--- config.mk ---
export PLATFORM = sky130hd
export DESIGN_NAME = plc_cell
export DESIGN_NICKNAME = d
export VERILOG_FILES = /design/src/plc_pkg.sv /design/src/plc_cell.sv
export SDC_FILE = /design/constraint.sdc
export NUM_CORES = 1
export LEC_CHECK = 0
export ABC_AREA = 1
export BUFFER_PORTS_ARGS = -buffer_cell sky130_fd_sc_hd__buf_2
export CAP_MARGIN = 10
export CORE_UTILIZATION = 42
export DETAILED_ROUTE_END_ITERATION = 8
export PLACE_DENSITY = 0.91
export SLEW_MARGIN = 20
export SYNTH_ARGS = -nofsm -noshare
export SYNTH_HDL_FRONTEND = slang
export SYNTH_SLANG_ARGS = --single-unit
--- constraint.sdc ---
create_clock -name clk -period 3 [get_ports clk]
set_input_delay 0.3 -clock clk [delete_from_list [all_inputs] [get_ports clk]]
set_output_delay 0.3 -clock clk [all_outputs]
set_load 0.1 [all_outputs]
--- src/plc_pkg.sv ---
`timescale 1ns / 1ps
// ----------------------------------------------------------------------------
// plc_pkg: shared constants and types for the positional list
// Sizes, request codes and the control word broadcast to the cell row.
// ----------------------------------------------------------------------------
package plc_pkg;

    localparam int CAPACITY = 64;
    localparam int DATA_W   = 32;
    localparam int POS_W    = 8;
    localparam int CNT_W    = 7;
    localparam int IDX_W    = $clog2(CAPACITY);
    localparam int CMP_W    = ((CNT_W > POS_W) ? CNT_W : POS_W) + 1;
    localparam int GROUP    = 8;
    localparam int NGROUP   = (CAPACITY + GROUP - 1) / GROUP;

    localparam logic [1:0] REQ_INSERT = 2'd0;
    localparam logic [1:0] REQ_DELETE = 2'd1;
    localparam logic [1:0] REQ_GET    = 2'd2;

    localparam logic STATUS_DONE  = 1'b0;
    localparam logic STATUS_ERROR = 1'b1;

    typedef struct packed {
        logic             ins;
        logic             del;
        logic             get;
        logic [IDX_W-1:0] idx;
    } cell_ctrl_t;

endpackage

--- src/plc_cell.sv ---
`timescale 1ns / 1ps
// ----------------------------------------------------------------------------
// plc_cell: one list slot
// Holds one entry; shifts from its left or right neighbor, loads a new value,
// or holds, and offers its entry on the read bus when addressed by a get.
// ----------------------------------------------------------------------------
module plc_cell
(
    input  logic                         clk,
    input  plc_pkg::cell_ctrl_t          ctrl,
    input  logic [plc_pkg::IDX_W-1:0]    slot,
    input  logic [plc_pkg::DATA_W-1:0]   left_value,
    input  logic [plc_pkg::DATA_W-1:0]   right_value,
    input  logic [plc_pkg::DATA_W-1:0]   new_value,
    output logic [plc_pkg::DATA_W-1:0]   value,
    output logic [plc_pkg::DATA_W-1:0]   rd_value
);

    logic [plc_pkg::DATA_W-1:0] value_reg;
    logic [plc_pkg::DATA_W-1:0] value_next;

    always_comb
    begin
        value_next = value_reg;
        if (ctrl.ins)
        begin
            if (slot > ctrl.idx)
            begin
                value_next = left_value;
            end
            else if (slot == ctrl.idx)
            begin
                value_next = new_value;
            end
        end
        else if (ctrl.del)
        begin
            if (slot >= ctrl.idx)
            begin
                value_next = right_value;
            end
        end
    end

    always_ff @(posedge clk)
    begin
        value_reg <= value_next;
    end

    assign value    = value_reg;
    assign rd_value = (ctrl.get && (slot == ctrl.idx)) ? value_reg : '0;

endmodule
==> results_dict.tcl <==
set metrics [dict create \
    status "finished, final reports clean" \
    syn_nets 491 \
    ys_types 17 \
    via_per_inst 4.64 \
    dp.cells 606 \
    crit_type "in -> out" \
    post_cts.repair.setup_buffers 0 \
    holdBufCountCts 0 \
    diodes 0 \
    crit_fanout 32 \
    power_density_nw_per_um2 482 \
    cp-end-kind "output port" \
    synth.area.top_cells "edfxtp_1 39%, inv_1 16%, nand2_1 16%, nand3_1 13%, nor2_1 4.9%" \
    pre_cts_ws_ns 0.623 \
    syn_avg_cell_area_um2 6.62 \
    gr-total-overflow 0 \
    route.detailed.drc 0 \
    ys_top_cells_by_count "108 x inv_1, 103 x nand2_1, 64 x nand3_1" \
    rsz0062_at_grt "no" \
    nNetsFinal 659 \
    setup-violations-final 0 \
    drive_above_1_share_pct 35.7 \
    largest_reg_flops 32 \
    die_w_um 78.7 \
    ys_seq_area_share_pct 38.9 \
    dpl_cell_area_um2 3840 \
    finalSetupTns_ns 0 \
    required_ns 2.70 \
    grt_max_degree 34 \
    synth-edff-count 32 \
    holdWs_ns 0.300 \
    relSlewSlack_pct 34.4 \
    ctsResizeCount 0 \
    clk_path_buf_depth 2 \
    ys.flop_type "edfxtp_1" \
    wl_per_cell_um 12.6 \
    hold_class "in -> reg" \
    die-area_um2 6190 \
    cts_buffers 5 \
    synth_top_area_share_pct 38.9 \
    worstSetupStartpointType "primary input" \
    critical_path.cell_chain "buf_2 -> inv_1 -> ha_1 -> nand2_1 -> nor2_4 -> nand3_4 -> inv_2 -> nand2_2 -> nor2_1 -> buf_12" \
    gp_congestion 0.933 \
    power_mw 1.89 \
    drtIter0Drc 136 \
    antenna_found_initial 0 \
    fin_crit_sh_pct 77.8 \
    routed-via-count 2843 \
    synth_most_common_cell "inv_1" \
    ant_nets 0 \
    grt_usage_pct 26.1 \
    ir_drop_v 0.000247 \
    grt_pass1_vias 2763 \
    num_rows 27 \
    worstMarginPinSlew_ns 0.983 \
    numPortBuffers 175 \
    crit_slowest_cell "nor2_1" \
    synth_warnings 0 \
    final-instance-count-excl-fill 613 \
    grt_pass1_wl_um 12300 \
    drtPass1Iterations 6 \
    netlist_area_um2 2470 \
    synthArstFlopShare_pct 0 \
    drv_slew 0 \
    start_util_pct 44.3 \
    wl_um 7710 \
    p_leak_nw 2.34 \
    yosys.area.top_type "edfxtp_1" \
    maxCapViolCount 0 \
    finalHoldViolations 0 \
    cpPeakStageDelay_ns 0.36 \
    cts.sink_count 32 \
    syn_inst 373 \
    core_area_um2 5570 \
    ys_seq_elements 32 \
    cts_htree_levels 2 \
    cts_root_buffer "clkbuf_8" \
    setup_slack_ns 0.665 \
    ios 176 \
    path_clk_slew_ns 0.06 \
    timing.fmax_mhz 428 \
    hpwl_um 6260 \
    fin_crit_ns 2.33 \
    arrival_ns 2.03 \
    fin_area_um2 3920 \
    fin_util_pct 70.2 \
    area.growth.synth_to_final_pct 58.5 \
    fp.dieH_um 78.7 \
    cts_tree "yes" \
]
[final cells by class]
class / count / area [um^2]
Clock buffer: 6 / 72.6
Clock inverter: 1 / 5.00
Fill cell: 463 / 1660
Inverter: 109 / 409
Multi-Input combinational cell: 213 / 983
Sequential cell: 32 / 961
Tap cell: 72 / 90.1
Timing Repair Buffer: 180 / 1390
[worst paths after layout]
check             from           to  slack (ns)  depth (start not counted)
max            ctrl[5]  rd_value[3]        0.67                         10
min    right_value[20]    value[20]        0.30                          3
[logic make-up (layout without fill, tap and decap cells)]
logic type               Yosys count  in the layout  synth area share, %
adder cells (fa/ha/maj)            6              6                 3.04
AND/OR/NAND/NOR                  205            205                 36.3
AO/OA/AOI/OAI                      2              2                0.456
buffers and inverters            128            296                 21.3
flip-flops                        32             32                 38.9
[critical path, delay by kind of cell]
| kind | cells | cell delay [ns] |
|---|---|---|
| simple gates | 5 | 1.03 |
| buf+inv | 4 | 0.39 |
| fa+ha+maj | 1 | 0.28 |
[cells in the final DEF (no fill, tap or decap)]
cell,n
nand2_1,103
nand2_2,2
buf_12,32
clkinv_2,1
nand3_4,2
nand2_4,1
nor2_4,1
edfxtp_1,32
nand3_1,64
buf_2,143
inv_1,108
ha_1,6
nor2_1,32
o22ai_1,1
inv_2,1
buf_4,5
a21oi_1,1
clkbuf_8,5
clkbuf_1,1
[report_power, final]
group / switching [mW] / total [mW] / internal, mW
sequential: 0.0371 / 0.626 / 0.589
combinational: 0.771 / 0.958 / 0.187
clock: 0.144 / 0.302 / 0.157
[metal layers]
metal,vias up,global-route usage [%],share of wire (%)
li1,1433,-,-
met4,0,9.07,1.9
met5,-,0,0
met3,14,5.47,6.5
met2,133,50.7,56
met1,1263,27.3,36
Power figures use the tool's default switching activity.
